`src/rtl/cpos_div_cell.sv`:
```
`default_nettype none
// one step of rem*2 + bit*add, quotient digit 0..2
module cpos_div_cell #(
  parameter int VW = 52,
  parameter int QW = 25
) (
  input  wire logic          clk,
  input  wire logic [VW-1:0] rem_in,
  input  wire logic [QW-1:0] quo_in,
  input  wire logic [VW-1:0] add,
  input  wire logic [VW-1:0] den,
  input  wire logic          mbit,
  output logic      [VW-1:0] rem_out,
  output logic      [QW-1:0] quo_out
);

  logic [VW-1:0] t;
  logic [VW-1:0] den2;
  logic [VW-1:0] rem_next;
  logic [1:0]    digit;

  always_comb begin
    t    = {rem_in[VW-2:0], 1'b0} + (mbit ? add : '0);
    den2 = {den[VW-2:0], 1'b0};
    if (t >= den2) begin
      rem_next = t - den2;
      digit    = 2'd2;
    end else if (t >= den) begin
      rem_next = t - den;
      digit    = 2'd1;
    end else begin
      rem_next = t;
      digit    = 2'd0;
    end
  end

  always_ff @(posedge clk) begin
    rem_out <= rem_next;
    quo_out <= {quo_in[QW-2:0], 1'b0} + QW'(digit);
  end

endmodule
`default_nettype wire

```
`config.mk`:
```
export PLATFORM = sky130hd
export DESIGN_NAME = cpos_div_cell
export DESIGN_NICKNAME = d
export VERILOG_FILES = /design/src/rtl/cpos_div_cell.sv
export SDC_FILE = /design/constraint.sdc
export NUM_CORES = 1
export LEC_CHECK = 0
export BUFFER_PORTS_ARGS = -buffer_cell sky130_fd_sc_hd__buf_2
export CORE_UTILIZATION = 40
export DETAILED_ROUTE_END_ITERATION = 8
export PLACE_DENSITY_LB_ADDON = 0.12
export SYNTH_ARGS = -nofsm -noshare
export SYNTH_HDL_FRONTEND = slang
export SYNTH_SLANG_ARGS = --single-unit
```
`constraint.sdc`:
```
create_clock -name clk -period 15.05 [get_ports clk]
set_clock_uncertainty 0.1 [all_clocks]
set_input_delay 0 -clock clk [delete_from_list [all_inputs] [get_ports clk]]
set_output_delay 0 -clock clk [all_outputs]
set_load 0.1 [all_outputs]
```
### Word-level counts from Yosys, hierarchy flattened

Cells that the tools add are included.

| storage, ports and cells | value |
|---|---|
| bits in registers | 77 |
| input bits | 183 |
| output and inout port bits | 77 |
| word-level logic and storage cells | 13 |

| operators by class | value |
|---|---|
| add/subtract/negate cells | 4 |
| $lt $le $gt $ge | 2 |
| mux-type cells | 5 |

Operator list:

| operator | count |
|---|---|
| 52-bit two-way mux | 3 |
| 52-bit greater-or-equal comparator | 2 |
| 52-bit subtractor | 2 |
| 52-bit adder | 1 |
| 25-bit by 2-bit adder with 25-bit output | 1 |
| 2-bit two-way mux | 1 |
| 1-bit two-way mux | 1 |

### Longest topological paths before layout

| depth | value |
|---|---|
| word-level depth | 6 |
| gate-level depth with buffers | 33 |
| gate-level depth less buffers | 29 |

### Least setup slack after synthesis

Ideal clock, no wire load.

| timing path | value |
|---|---|
| path type | in2reg |
| start point | input port mbit |
| end point | register quo_out[24] |
| library setup time | 0.072 ns |
| data arrival time | 6.151 ns |
| required time | 14.878 ns |
| path slack | 8.728 ns |
| stages | 31 |
| path buffers | 3 |
| cell sequence | clkbuf_1 -> and2_1 -> ha_1 -> fa_1 -> a21o_1 -> a221oi_1 -> nand4b_1 -> nand2_1 -> nor3_1 -> o31a_1 -> o21ai_0 -> xor2_1 -> ha_1 -> nand2_1 -> nor2_1 -> nand3_1 -> nor3_1 -> a2111oi_2 -> or2_4 -> a21oi_1 -> o22a_1 -> buf_2 -> buf_1 -> ha_1 -> and3_1 -> nor2b_1 -> nor2b_1 -> and4_1 -> nand2b_1 -> nor2_1 -> xor2_1 |

| between the ends | value |
|---|---|
| cells in the longest elaborated chain, start to end | 6 |
| elaborated cells between the ends (all ways) | 7 |
| classes of those cells | 2 x add/sub; 2 x order compare; 3 x mux |

RTL lines:

| item | RTL line | source |
|---|---|---|
| from (decl) | 12 | `input wire logic mbit,` |
| 52-bit two-way mux (*) | 23 | `t = {rem_in[VW-2:0], 1'b0} + (mbit ? add : '0);` |
| 52-bit adder (*) | 23 |  |
| 52-bit greater-or-equal comparator | 28 | `end else if (t >= den) begin` |
| 1-bit two-way mux | 28 |  |
| 2-bit two-way mux (*) | 25 | `if (t >= den2) begin` |
| 25-bit by 2-bit adder with 25-bit output (*) | 39 | `quo_out <= {quo_in[QW-2:0], 1'b0} + QW'(digit);` |
| to (signal assigned) | 39 |  |
| to (decl) | 14 | `output logic [QW-1:0] quo_out` |

Mark *: on every way between the ends. The rest lies on a longest branch, timed or not.

### Worst setup path after layout

| timing path | value |
|---|---|
| start point | input port mbit |
| end point | register rem_out[0] |

| between the ends | value |
|---|---|
| cells in the longest elaborated chain, start to end | 5 |
| elaborated cells between the ends (all ways) | 8 |
| classes of those cells | 3 x add/sub; 2 x order compare; 3 x mux |

RTL lines:

| item | RTL line | source |
|---|---|---|
| 52-bit two-way mux (*) | 23 |  |
| 52-bit adder (*) | 23 |  |
| 52-bit subtractor or 52-bit greater-or-equal comparator (tied branches) | 29, 28 |  |
| 52-bit two-way mux | 28 |  |
| 52-bit two-way mux (*) | 25 |  |
| via rem_next[0] | 19 | `logic [VW-1:0] rem_next;` |
| to (signal assigned) | 38 | `rem_out <= rem_next;` |
| to (decl) | 13 | `output logic [VW-1:0] rem_out,` |

The timed path passes the listed nets; every way through them passes the cells marked *.

==> impl_results.md <==
- TritonCTS buffer count: 9
- Synth cell types: 84
- 1st-iter DRT viols: approximately 880
- Pwr per Cell Area: 158 nW/um^2
- Congestion Overflow GR: 0
- Number of global-route vias before repair: 12,491
- Setup tns final: 0 ns
- Final Max Slew Viols: 0
- Largest family of logic cells by synthesized area: compound AO/OA/AOI/OAI gates
- CTS clk-pin slew, worst paths: about 0.08 ns
- DIE AREA: between 30,000 and 40,000 um^2
- GP Congestion: approximately 0.94
- P&R area growth vs syn: 18.1%
- Std-Cell Rows: 63
- Commonest non-fill, non-tap cell in the layout: buf_2
- Primary FF master, synth: dfxtp_1
- DRT Wirelength: 42,200 um
- Root buf cell: clkbuf_16
- Area fraction in compound gates after synthesis: 31.3%
- Crit path time final: 7.82 ns
- Yosys top cell by area: ha_1
- Period utilization: roughly half
- Htree depth: 3
- Post-Syn Area: 12,200 um^2
- FFs w/ async S/R, synth: 0%
- Vias per cell: 5.66
- Share of cells above drive strength 1: 15.6%
- Max transition margin: 29.5%
- Yosys top cell area share: 15.9%
- Required @ worst endpoint: ~15 ns
- Antenna violations before repair: 0
- Hpwl dp: 34,600 um
- First-pass GRT wire length: about 66,000 um
- Synth area leaders: ha_1 16%, dfxtp_1 13%, xnor2_1 7.8%
- Post-synthesis sequential area ratio: 12.6%
- WL/cell: 18.0 um
- Synth Area in Simple Gates: between 20% and 30%
- Worst-Margin Slew: 1.06 ns
- Most frequent cells in the layout: 257 x buf_2, 189 x a21oi_1, 163 x nand2_1, 155 x ha_1, 115 x nor2_1
- Total iterations of the first detailed-routing run: 5
- Leak pwr: 0.00677 uW
- Post-synth EDFFs: 0
- Max-cap violations: 0
- CP max stage delay: 0.83 ns
- Final setup vio count: 0
- Synthesis-stage register bit count: 77
- Worst VDD drop: 0.000124 V
- X dimension of the die: between 150 and 200 um
- All-Layer GR Usage: 26.6%
- Final Hold Viols: 0
- Synth Area per Inst: 7.15 um^2
- Syn nets: 2,051
- Post-Synthesis Cells: ~1,700
- Crit. End Element: flip-flop
- Core Footprint: between 20,000 and 30,000 um^2
- Vias: about 13,000
- Setup repair bufs after CTS: 0
- # port buffers: 257
- CTS tree: done
- Placement Cell Area: 13,700 um^2
- Setup CP Type: in -> reg
- Routed Antenna Nets: 0
- CTS sink cnt: between 70 and 80
- N_diodes: 0
- Clock Tree Buf Depth: 2
- Slowest-stage cell, CP: and2_1
- Starting Density: 40.9%
- XOR/XNOR share of the synthesized area: 11.4%
- RSZ-0062 raised after global routing: no
- Largest net degree at the start of global routing: 107
- Critical Path Source Type: primary input
- Ports: 260
- YS warnings: 0
- Fillers: around 3,000
- Post-route cell area: 14,400 um^2
- F_max: 128 MHz
- Status: finished, final reports clean
- Fraction of the mapped netlist area in adder cells: around 16%
- Largest fanout on the critical path: 52
- Fin nets: between 2,000 and 2,500
- # DRC: 0
- Post-synthesis mux area share: between 1 and 1.5%
- Hold Path Class: in -> reg
- Crit path DAT: 7.98 ns
- Chip height: 177 um
-- cell type report --
type	count	area [um^2]	share of cell area (%)
clock buffers	9	225	1.56
clock inverters	7	57.6	0.399
inverters	90	338	2.34
multi-input cells	1472	10100	69.6
flip-flops and latches	77	1540	10.7
well taps	390	488	3.38
repair buffers	303	1740	12.0
-- timing repair --
item	in CTS	in global routing
endpoints found under the hold margin	26	0
resized for setup	0	0
hold buffers	42	0
-- final timing paths --
kind	startpoint	to	slack, ns	depth (start not counted)
setup / recovery	mbit	rem_out[0]	7.23	26
hold / removal	den[9]	rem_out[10]	0.16	6
-- stage by stage --
step | util, % | worst slack (ns) | total power [uW] | std cells | hold WS, ns
final | 48.3 | 7.23 | 2290 | 2348 | 0.160
after global routing | 48.3 | 6.53 | 2420 | 2348 | 0.253
after CTS | 48.3 | 7.25 | 2270 | 2348 | 0.151
after detailed placement | 46.0 | 7.03 | 2040 | 2290 | 0.0972
after global placement | 46.0 | 7.05 | 2040 | 2290 | 0.0988
after floorplan | - | 8.73 | 1680 | 1710 | -0.00334
-- power by group --
group / internal [uW] / total (uW) / switching (uW)
Clock: 114 / 220 / 106
Sequential: 285 / 306 / 21.2
Combinational: 475 / 1760 / 1290
Total: 874 / 2290 / 1410
-- critical path: cells and delay by family --
kind | cells | cell delay (ns)
compound gates | 13 | 3.44
xor+xnor | 1 | 0.39
mux | 1 | 0.19
fa+ha+maj | 2 | 0.67
buf+inv | 4 | 1.70
simple gates | 5 | 1.54
-- layer usage --
metal	routed length (um)	global-route usage, %	vias up
met5	0	0	-
met4	659	6.32	0
met3	2450	2.60	39
met2	18200	41.9	440
met1	20900	38.6	6112
li1	-	-	6703
-- synth_stat cells, drive strengths merged (5+ instances only) --
library cell and n:
a2111oi 10, a211oi 32, a21boi 6, a21o 73
a21oi 193, a221oi 6, a22oi 6, a31oi 19
and2 62, and3 17, and4 5, buf 24
clkbuf 47, dfxtp 77, ha 155, inv 90
mux2i 15, nand2 163, nand2b 15, nand3 46
nand4 43, nor2 115, nor2b 17, nor3 34
o211ai 13, o21a 19, o21ai 131, o21bai 27
o22ai 5, o31a 5, o31ai 7, or2 6
or3 8, xnor2 109, xor2 50
-- kinds of logic after synthesis --
family | after synthesis
flip-flops | 77
AO/OA/AOI/OAI | 592
multiplexers | 15
AND/OR/NAND/NOR | 548
buffers and inverters | 161
adder cells (fa/ha/maj) | 158
XOR/XNOR | 159
-- state kept, by name, summed over array words and instances (netlist names) --
signal   count
rem_out     52
quo_out     25
Power figures use the tool's default switching activity.
