$ cat src/rtl/cpos_sqrt_cell.sv
`default_nettype none
// one root bit per cell, restoring
module cpos_sqrt_cell #(
  parameter int RW = 29,
  parameter int YW = 25
) (
  input  wire logic          clk,
  input  wire logic [RW-1:0] rem_in,
  input  wire logic [YW-1:0] root_in,
  input  wire logic [1:0]    pair,
  output logic      [RW-1:0] rem_out,
  output logic      [YW-1:0] root_out
);

  logic [RW-1:0] r;
  logic [RW-1:0] trial;
  logic          ge;

  always_comb begin
    r     = {rem_in[RW-3:0], pair};
    trial = {{(RW-YW-2){1'b0}}, root_in, 2'b01};
    ge    = r >= trial;
  end

  always_ff @(posedge clk) begin
    rem_out  <= ge ? r - trial : r;
    root_out <= {root_in[YW-2:0], ge};
  end

endmodule
`default_nettype wire

$ cat config.mk
export PLATFORM = sky130hd
export DESIGN_NAME = cpos_sqrt_cell
export DESIGN_NICKNAME = d
export VERILOG_FILES = /design/src/rtl/cpos_sqrt_cell.sv
export SDC_FILE = /design/constraint.sdc
export NUM_CORES = 1
export LEC_CHECK = 0
export BUFFER_PORTS_ARGS = -buffer_cell sky130_fd_sc_hd__buf_2
export CAP_MARGIN = 20
export CORE_UTILIZATION = 40
export DETAILED_ROUTE_END_ITERATION = 10
export GPL_ROUTABILITY_DRIVEN = 1
export GPL_TIMING_DRIVEN = 0
export HOLD_SLACK_MARGIN = 0.15
export PLACE_DENSITY_LB_ADDON = 0.2
export SYNTH_ARGS = -nofsm -noshare
export SYNTH_HDL_FRONTEND = slang
export SYNTH_SLANG_ARGS = --single-unit
$ cat constraint.sdc
create_clock -name clk -period 2.1 [get_ports clk]
set_clock_uncertainty 0.05 [all_clocks]
set_input_delay 0.105 -clock clk [delete_from_list [all_inputs] [get_ports clk]]
set_output_delay 0.105 -clock clk [all_outputs]
set_load 0.01 [all_outputs]
## Word-level counts from Yosys, hierarchy flattened

Index checks and enable logic that the tools add are counted.

| word-level totals | value |
|---|---|
| register bits | 54 |
| latch bits | 0 |
| memory bits (writable) | 0 |
| ROM bits | 0 |
| logic and storage cells | 5 |
| memories | 0 |

| cells by class | value |
|---|---|
| add/subtract/negate cells | 1 |
| multiply operators | 0 |
| div/mod/pow operators | 0 |
| magnitude comparators | 1 |
| equal/unequal tests | 0 |
| shift-type cells | 0 |
| mux-type cells | 1 |
| bitwise gates (word level) | 0 |
| reduce and logical (&&, ||, !) cells | 0 |

Operators by type and width:

| cell | number |
|---|---|
| greater-or-equal comparator 29 x 27 -> 1 bit | 1 |
| two-way mux 29 bit | 1 |
| subtractor 29 x 27 -> 29 bit | 1 |

## Logic depth before layout (Yosys ltp)

Gate-level depths: netlist (run 1).

| depth | value |
|---|---|
| depth after elaboration | 2 |
| mapped depth | 11 |
| gate-level depth less buffers | 9 |

## Worst setup path after synthesis (run 1)

Ideal clock, no wire load.

| timing path | value |
|---|---|
| path type | input port to flip-flop |
| from | input port root_in[15] |
| to | register rem_out[23] |
| setup time | 0.132 ns |
| arrival | 2.084 ns |
| data required time | 1.918 ns |
| slack | -0.165 ns |
| stages on the path | 11 |
| buffers on the path | 2 |
| cells stage by stage | inv_1 ha_1 buf_2 nand4_2 or3_1 or4_4 o221ai_4 a21oi_2 buf_2 nand2_1 o41ai_2 |

| between the ends | value |
|---|---|
| cells in the longest elaborated chain, start to end | 2 |

RTL lines:

| what | line | RTL |
|---|---|---|
| start: declaration | 9 | `input wire logic [YW-1:0] root_in,` |
| subtractor 29 x 27 -> 29 bit / greater-or-equal comparator 29 x 27 -> 1 bit (equally long branches) | 26, 22 |  |
| two-way mux 29 bit * | 26 | `rem_out <= ge ? r - trial : r;` |
| end signal: assignment | 26 |  |
| end: declaration | 11 | `output logic [RW-1:0] rem_out,` |

Mark *: on every way between the ends. The rest lies on a longest branch, timed or not.

## Worst setup path in the final report (run 1)

| timing path | value |
|---|---|
| from | input port rem_in[15] |
| to | register rem_out[28] |

| between the ends | value |
|---|---|
| cells in the longest elaborated chain, start to end | 2 |

RTL lines:

| what | line | RTL |
|---|---|---|
| start: declaration | 8 | `input wire logic [RW-1:0] rem_in,` |
| subtractor 29 x 27 -> 29 bit / greater-or-equal comparator 29 x 27 -> 1 bit (equally long branches) | 26, 22 |  |
| two-way mux 29 bit * | 26 |  |

Marked as above.

==> reports/qor.yml, run 1 <==
run_status:
  outcome: "finished with violations"
  violations_in_the_final_reports: "hold timing"
drt:
  wirelength_um: 8940
  drt_pre_antenna_iters: 4
  vias: 3322
  wl_per_cell_um: 13.7
  drt-initial-drc-count: 116
  drtAntennaViolNets: 0
  drt_drc_violations_left: 0
  vias_per_cell: 5.10
pwr:
  peak_vdd_ir_v: 0.000299
  leakagePower_nw: 2.14
  power-per-cell-area_nw_per_um2: 603
global_route:
  grt_overflow: 0
  grt_start_max_net_pins: 15
  number_of_global_route_vias_before_repair: 3254
  groute.usage.overall_pct: 22.2
  grt_first_pass_wirelength_um: 14800
  grt_antenna_before_repair: 0
logic_synthesis:
  synth-async-reset-ratio_pct: 0
  post-synth-top-area-cell: "sky130_fd_sc_hd__dfxtp_1"
  post_synth_edffs: 0
  yosysUniqueCellTypes: 47
  ys_top_cells_by_area: "sky130_fd_sc_hd__dfxtp_1 (35%), sky130_fd_sc_hd__ha_1 (11%), sky130_fd_sc_hd__nand2_1 (6.5%)"
  syn_avg_cell_area_um2: 8.23
  synthCells: 377
  yosys_warnings: 0
  synthesis.nets: 461
  yosysSeqAreaShare_pct: 34.8
  syn_area_um2: 3100
  synth-main-ff-cell: "sky130_fd_sc_hd__dfxtp_1"
  list_of_most_frequent_post_synthesis_cells: "sky130_fd_sc_hd__dfxtp_1 (54), sky130_fd_sc_hd__nand2_1 (54), sky130_fd_sc_hd__inv_1 (31), sky130_fd_sc_hd__o21ai_0 (31), sky130_fd_sc_hd__a21oi_1 (29)"
  synth_largest_type_area_fraction_pct: 34.8
  synth_seq_cells: 54
placement:
  io_buffer_count: 108
  hpwl_um: 6280
  globalplace.congestion: 0.875
  placed_cell_area_um2: 3860
worst_setup_path:
  endpoint_kind: "flop"
  timing.critical_path.required_ns: 2.30
  path_class: "input port to flop"
  critPathMaxFanout: 5
  critical_path.startpoint_type: "input port"
  cp_data_arrival_time_ns: 2.28
layout:
  fill_cells: 689
  finalCoreUtilization_pct: 64.9
  final_net_count: 637
  syn2layout_area_growth_pct: 54.2
  final_layout_size_suffix_gt1_share_pct: 33.1
  fin_area_um2: 4790
  antennaDiodeCount: 0
floorplan:
  die_width_um: 90.1
  num_rows: 31
  fp.dieH_um: 90.1
  core-area_um2: 7370
  boundaryPins: 111
  floorplan.initialDensity_pct: 42.1
  die_area_um2: 8120
clock_tree:
  max-clock-path-buffers: 2
  clk_pin_slew_ns: 0.09
  clock-root-buffer: "sky130_fd_sc_hd__clkbuf_8"
  htree_num_levels: 2
  number_of_clock_sinks_seen_by_cts: 54
  cts_hold_repair.buffers: 52
  cts_tree: "built"
  cts_made_buffers: 5
sta:
  final_critical_path_required_period_ns: 2.08
  drv_slew: 0
  slew_headroom_pct: 54.8
  fmax_mhz: 481
  fin_hold_ws_ns: -0.142
  rsz0062_at_grt: "true"
  max_slew.worst_pin.slew_ns: 0.676
  timing.final.hold_violations: 1
  finalSetupViolCount: 0
  layout_worst_path_cycle_share_pct: 99.0
min_path:
  hp-class: "input port to flop"
job:
  count_of_max_cap_constraint_violations: 0
==> final cells by class <==
class	count	area, um^2	share of cell area, %
inverters	31	126	2.64
repair buffers	174	1200	25.1
plain buffers	9	91.3	1.91
multi-input cells	278	2090	43.6
well taps	99	124	2.59
flip-flops and latches	54	1080	22.6
clock buffers	7	76.3	1.59
==> metal layers <==
| metal | track usage (%) | up-vias | share of wire (%) |
|---|---|---|---|
| met5 | 0 | - | 0 |
| met1 | 27.6 | 1531 | 44 |
| met2 | 39.1 | 91 | 50 |
| met3 | 3.30 | 18 | 3.7 |
| li1 | - | 1682 | - |
| met4 | 7.53 | 0 | 2.2 |
==> critical path, stage by stage <==
cell                       delay, ns
sky130_fd_sc_hd__buf_6          0.10
sky130_fd_sc_hd__ha_4           0.25
sky130_fd_sc_hd__buf_6          0.10
sky130_fd_sc_hd__nand4_4        0.07
sky130_fd_sc_hd__or3_4          0.40
sky130_fd_sc_hd__or4_4          0.45
sky130_fd_sc_hd__o221ai_4       0.25
sky130_fd_sc_hd__a21oi_4        0.10
sky130_fd_sc_hd__buf_6          0.18
sky130_fd_sc_hd__nor3_2         0.16
sky130_fd_sc_hd__a21o_1         0.11
==> path summary, 6_finish.rpt <==
kind / from / to / slack, ns / cells after the start
worst max-delay path: rem_in[15] / rem_out[28] / 0.02 / 11
worst min-delay path: root_in[15] / root_out[16] / -0.14 / 1
==> state kept, by name (all words and copies together) (netlist names) <==
| signal | flops |
|---|---|
| rem_out | 29 |
| root_out | 25 |
==> power by group <==
| part | internal, W | leakage, nW | total (W) | switching, W |
|---|---|---|---|---|
| sequential | 0.00117 | 0.455 | 0.00120 | 0.0000304 |
| clock | 0.000230 | 0.0383 | 0.000540 | 0.000310 |
| combinational | 0.000540 | 1.65 | 0.00115 | 0.000606 |
| total | 0.00194 | 2.14 | 0.00289 | 0.000946 |
==> cell usage in the layout (no fill, tap or decap), drive strengths merged, types with 6 or more instances in the layout <==
cell | Yosys | routed
buf | 9 | 130
dfxtp | 54 | 54
nand2 | 54 | 54
dlygate4sd3 | 0 | 52
o21ai | 45 | 45
inv | 31 | 31
a21oi | 30 | 31
ha | 27 | 27
nor2 | 13 | 13
xor2 | 12 | 12
xnor2 | 12 | 12
clkbuf | 6 | 8
nand4 | 7 | 7
nor3 | 7 | 7
o211ai | 6 | 6
==> through the flow <==
step	TNS, ns	hold WS [ns]	cells	power, W	setup slack [ns]
finish	0	-0.142	652	0.00289	0.0202
global placement	-16.74	0.172	584	0.00216	-0.597
detailed placement	-17.44	0.174	584	0.00217	-0.628
floorplan	-0.625	0.0827	377	0.00184	-0.0480
CTS	-0.0212	-0.148	653	0.00285	-0.0207
global route	-0.0191	-0.157	652	0.00307	-0.0191
==> logic make-up (layout without fill, tap and decap cells) <==
kind of cell / Yosys count / after routing / synth area share [%]
buffers and inverters: 46 / 221 / 6.45
xor gates and xnor gates: 24 / 24 / 6.77
AOI/OAI and AO/OA: 116 / 117 / 23.3
and+or+nand+nor: 106 / 106 / 16.4
adders and majority gates: 27 / 27 / 10.9
muxes: 4 / 4 / 1.29
DFF: 54 / 54 / 34.8
==> what timing repair did <==
| action | in CTS | in global routing |
|---|---|---|
| endpoints found under the hold margin | 53 | 1 |
| resized for setup | 22 | 31 |
| buffers inserted | 10 | 3 |
| endpoints found under the setup margin | 30 | 30 |
| gates cloned | 2 | 0 |
| pin swaps | 10 | 6 |
(Power assumes the default switching activity.)
==> run 2: changes to the inputs <==
- CORE_MARGIN: default -> 2
- CTS_BUF_LIST: default -> sky130_fd_sc_hd__clkbuf_2 sky130_fd_sc_hd__clkbuf_4 sky130_fd_sc_hd__clkbuf_8
- RECOVER_POWER: default -> 25
==> run 2 against run 1 <==
  * The flow now finishes without violations
  * Total power up 3.2%
  * First-iteration DRC count rose by 45%
  * Sequential share of layout area decreased by 0.92 points
  * Design area increased by 4.3%
  * Maximum frequency increased by 0.92%
  * Routed wire length increased by 3.6%
  * Via count increased by 0.12%
  * Core utilization is 0.65 points higher
  * Largest cell class unchanged
==> reports/qor.yml, run 2 (synthesis gave the netlist of run 1 again) <==
layout:
  antennaDiodeCount: 0
  finalCoreUtilization_pct: 65.6
  final_layout_size_suffix_gt1_share_pct: 35.4
  largest_register: "rem_out"
  reg.largest.list: "rem_out x29, root_out x25"
  mostFrequentLayoutCell: "sky130_fd_sc_hd__buf_2"
  largest_reg_flops: 29
  final_net_count: 646
  syn2layout_area_growth_pct: 60.7
  layout.cells.most_common_list: "sky130_fd_sc_hd__buf_2 (99), sky130_fd_sc_hd__dfxtp_1 (54), sky130_fd_sc_hd__dlygate4sd3_1 (53)"
pwr:
  peak_vdd_ir_v: 0.000287
  leakagePower_nw: 2.22
  power-per-cell-area_nw_per_um2: 597
floorplan:
  core-area_um2: 7610
  boundaryPins: 111
  fp.dieH_um: 92.1
  num_rows: 32
  floorplan.initialDensity_pct: 40.8
  die_width_um: 92.1
  die_area_um2: 8480
job:
  count_of_max_cap_constraint_violations: 0
drt:
  vias_per_cell: 5.01
  drt-initial-drc-count: 168
  top_signal_layer_used: "met4"
  drt_pre_antenna_iters: 4
  wirelength_um: 9260
  drtAntennaViolNets: 0
  routedLengthMet1_um: 4080
  met2_wirelength_um: 4600
  vias: 3326
  wl_per_cell_um: 13.9
  route.met3.wl_um: 453
  drt_drc_violations_left: 0
clock_tree:
  max-clock-path-buffers: 2
  clock-root-buffer: "sky130_fd_sc_hd__clkbuf_8"
  htree_num_levels: 2
  number_of_clock_sinks_seen_by_cts: 54
  cts_tree: "built"
  cts_made_buffers: 5
  clk_pin_slew_ns: 0.09
worst_setup_path:
  cp_data_arrival_time_ns: 2.22
  critical_path.startpoint_type: "input port"
  timing.critical_path.required_ns: 2.26
  path_class: "input port to flop"
  endpoint_kind: "flop"
  critPathMaxFanout: 6
sta:
  timing.final.hold_violations: 0
  slew_headroom_pct: 57.9
  setup_total_negative_slack_ns: 0
  drv_slew: 0
  max_slew.worst_pin.slew_ns: 0.630
  rsz0062_at_grt: "true"
  fmax_mhz: 485
  final_critical_path_required_period_ns: 2.06
  finalSetupViolCount: 0
  layout_worst_path_cycle_share_pct: 98.1
min_path:
  whs_endpoint: "rem_out[1]"
  hold_path.startpoint: "pair[0]"
  min_delay_path_depth: 4
  hp-class: "input port to flop"
global_route:
  grt_first_pass_wirelength_um: 15000
  groute.usage.overall_pct: 21.8
  grt_antenna_before_repair: 0
  grt_start_max_net_pins: 15
  number_of_global_route_vias_before_repair: 3241
  grt_overflow: 0
placement:
  io_buffer_count: 108
  globalplace.congestion: 0.842
  hpwl_um: 6270
run_status:
  outcome: "finished, final reports clean"
-- run 2: critical path, cell delays in order --
cell and delay [ns]:
sky130_fd_sc_hd__buf_8 0.09, sky130_fd_sc_hd__inv_8 0.03, sky130_fd_sc_hd__ha_4 0.27, sky130_fd_sc_hd__nand4_4 0.10
sky130_fd_sc_hd__or3_4 0.38, sky130_fd_sc_hd__or4_4 0.44, sky130_fd_sc_hd__o221ai_4 0.22, sky130_fd_sc_hd__a21oi_4 0.11
sky130_fd_sc_hd__buf_6 0.18, sky130_fd_sc_hd__o41ai_4 0.31
-- run 2: area by class of cell --
cell class / instances / area, um^2
Buffer: 6 / 63.8
Clock buffer: 7 / 83.8
Fill cell: 685 / 2620
Inverter: 31 / 129
Multi-Input combinational cell: 278 / 2160
Sequential cell: 54 / 1080
Tap cell: 102 / 128
Timing Repair Buffer: 186 / 1350
-- run 2: report_power, final --
group	internal, W	switching [W]	total [W]	leakage (nW)
clock	0.000256	0.000312	0.000568	0.0452
combinational	0.000583	0.000629	0.00121	1.72
sequential	0.00117	0.0000301	0.00120	0.455
-- run 2: metrics by stage --
| step | cells | hold slack [ns] | power [W] | cell area (um^2) | setup slack (ns) |
|---|---|---|---|---|---|
| CTS | 658 | -0.151 | 0.00291 | 4760 | -0.00225 |
| floorplan | 377 | 0.0827 | 0.00184 | 3200 | -0.0480 |
| detailed placement | 587 | 0.174 | 0.00217 | 3860 | -0.630 |
| global route | 664 | 0.181 | 0.00318 | 4990 | -0.0439 |
| finish | 664 | 0.169 | 0.00298 | 4990 | 0.0391 |
| global placement | 587 | 0.173 | 0.00216 | 3860 | -0.676 |
-- run 2: routing by layer --
| metal | vias up | GRT usage (%) |
|---|---|---|
| met4 | 0 | 5.35 |
| li1 | 1702 | - |
| met2 | 106 | 38.4 |
| met3 | 10 | 3.04 |
| met1 | 1508 | 27.9 |
| met5 | - | 0 |
-- run 2: how the worst max path moves through the flow --
stage / from / slack (ns) / cells past startpoint / endpoint
after global placement: root_in[17] / -0.68 / 12 / rem_out[23]
after detailed placement: root_in[17] / -0.63 / 12 / rem_out[28]
after CTS: root_in[15] / -0.002 / 11 / rem_out[26]
final: root_in[16] / 0.04 / 10 / rem_out[23]
after floorplan: root_in[16] / -0.05 / 11 / rem_out[28]
after global routing: root_in[0] / -0.04 / 10 / rem_out[23]
-- run 2: what timing repair did --
action / in CTS / in global routing
endpoints found under the hold margin: 53 / 1
gates cloned: 4 / 2
gates resized for setup: 38 / 50
hold buffers: 52 / 1
setup buffers: 14 / 6
setup endpoints to repair: 30 / 29
pin swaps: 7 / 9
==> run 3: changes to the inputs <==
- GPL_TIMING_DRIVEN: 0 -> default
- clock period: 2.1 -> 2 ns (I/O delays scaled with it)
==> run 3 against run 2 <==
  * Design area grew 8.1%
  * Non-clock buffer count increased by 70
  * First-iteration DRC count shrank 21%
  * Cell count grew 11%
  * Hold slack improved by 0.074 ns
  * Global-route usage is 0.39 points higher
  * Combinational power grew 15%
  * Highest routed layer unchanged
==> reports/qor.yml, run 3 (synthesis gave the netlist of run 1 again) <==
layout:
  largest_reg_flops: 29
  register_area_um2: 1080
  fill_cells: 622
  reg.largest.list: "rem_out x29, root_out x25"
  mostFrequentLayoutCell: "sky130_fd_sc_hd__buf_4"
  multi_input_area_um2: 2040
  final_net_count: 715
  syn2layout_area_growth_pct: 73.8
  fin_area_um2: 5400
  layout.cells.most_common_list: "sky130_fd_sc_hd__buf_4 (97), sky130_fd_sc_hd__buf_2 (96), sky130_fd_sc_hd__dlygate4sd3_1 (54), sky130_fd_sc_hd__dfxtp_1 (54), sky130_fd_sc_hd__nand2_1 (51)"
  final_layout_size_suffix_gt1_share_pct: 39.9
  antennaDiodeCount: 0
  largest_register: "rem_out"
clock_tree:
  htree_num_levels: 2
  number_of_clock_sinks_seen_by_cts: 54
  clock-root-buffer: "sky130_fd_sc_hd__clkbuf_8"
  max-clock-path-buffers: 2
  cts_tree: "built"
  clk_pin_slew_ns: 0.10
  cts_made_buffers: 5
drt:
  vias: 3552
  drtAntennaViolNets: 0
  drt-initial-drc-count: 132
  drt_pre_antenna_iters: 4
  wirelength_um: 9410
  vias_per_cell: 4.84
  wl_per_cell_um: 12.8
  drt_drc_violations_left: 0
floorplan:
  fp.dieH_um: 92.1
  boundaryPins: 111
  die_area_um2: 8480
  floorplan.initialDensity_pct: 40.8
  num_rows: 32
  die_width_um: 92.1
  core-area_um2: 7610
run_status:
  outcome: "finished, final reports clean"
sta:
  slew_headroom_pct: 73.1
  max_slew.worst_pin.slew_ns: 0.403
  timing.final.hold_violations: 0
  fin_hold_ws_ns: 0.243
  post-route-worst-setup-slack_ns: 0.0346
  fmax_mhz: 509
  rsz0062_at_grt: "true"
  layout_worst_path_cycle_share_pct: 98.3
  drv_slew: 0
  finalSetupViolCount: 0
  final_critical_path_required_period_ns: 1.97
pwr:
  peak_vdd_ir_v: 0.000411
  power-per-cell-area_nw_per_um2: 632
  leakagePower_nw: 2.52
worst_setup_path:
  cp_data_arrival_time_ns: 2.13
  critPathMaxFanout: 7
  path_class: "input port to flop"
  endpoint_kind: "flop"
  critical_path.startpoint_type: "input port"
  critical_path.startpoint: "root_in[16]"
  timing.critical_path.required_ns: 2.16
global_route:
  grt.busiest_layer: "met2"
  grtUsageMet1_pct: 27.9
  grt_antenna_before_repair: 0
  grt_start_max_net_pins: 31
  grt.met3_usage_pct: 3.29
  number_of_global_route_vias_before_repair: 3479
  grt_first_pass_wirelength_um: 15500
  groute.usage.overall_pct: 22.2
  grt_overflow: 0
  grt_util_met2_pct: 40.3
job:
  count_of_max_cap_constraint_violations: 0
placement:
  io_buffer_count: 108
  worst_setup_slack_before_clock_tree_synthesis_ns: -0.412
  placed_cell_area_um2: 4520
  globalplace.congestion: 0.831
  hpwl_um: 6930
min_path:
  hold_path.startpoint: "pair[1]"
  hp-class: "input port to flop"
## run 3: cell count changes in the layout (fill, tap and decap cells not counted), moves of 4 or more
cell / delta
sky130_fd_sc_hd__buf_4: +80
sky130_fd_sc_hd__buf_6: -11
sky130_fd_sc_hd__o21ai_0: +6
sky130_fd_sc_hd__clkbuf_1: +5
sky130_fd_sc_hd__o21ai_1: -4
## run 3: critical path, stage by stage
cell and delay, ns:
sky130_fd_sc_hd__buf_8 0.08, sky130_fd_sc_hd__inv_8 0.03, sky130_fd_sc_hd__ha_4 0.26, sky130_fd_sc_hd__nand4_4 0.10
sky130_fd_sc_hd__or3_4 0.39, sky130_fd_sc_hd__or4_4 0.44, sky130_fd_sc_hd__o221ai_4 0.19, sky130_fd_sc_hd__a21oi_4 0.08
sky130_fd_sc_hd__buf_12 0.15, sky130_fd_sc_hd__o41ai_2 0.30
## run 3: stage by stage
stage / power [W] / TNS (ns) / util [%] / std cells
after floorplan: 0.00194 / -3.10 / - / 377
after global placement: 0.00251 / -8.03 / 59.5 / 670
after detailed placement: 0.00252 / -9.16 / 59.5 / 670
after CTS: 0.00339 / -0.00876 / 69.4 / 732
after global routing: 0.00361 / -0.0916 / 70.9 / 734
final: 0.00341 / 0 / 70.9 / 734
## run 3: path summary, 6_finish.rpt
path / slack (ns) / to / cells after the start
worst max-delay path: 0.03 / rem_out[23] / 10
worst min-delay path: 0.24 / rem_out[3] / 5
## run 3: repair_timing
item                                    in CTS  in global routing
buffers inserted                             1                  1
hold buffers                                53                  1
pin swaps                                    1                  7
endpoints found under the setup margin      11                 30
gates resized for setup                     17                 23
endpoints found under the hold margin       53                  1
## run 3: final cells by class
class | instances | share of cell area [%]
Clock inverter | 1 | 0.556
Clock buffer | 7 | 1.55
Inverter | 31 | 2.30
Sequential cell | 54 | 20.0
Multi-Input combinational cell | 277 | 37.8
Tap cell | 102 | 2.36
Timing Repair Buffer | 262 | 35.4
## run 3: routing by layer
layer	vias up	share of wire, %
met5	-	0
met4	0	0.47
met3	2	3.7
met2	69	50
met1	1647	46
li1	1834	-
## run 3: report_power, final
part           leakage [nW]  internal [W]  switching [W]
clock network        0.0593      0.000403       0.000354
registers             0.455       0.00123      0.0000357
logic                  2.01      0.000724       0.000663
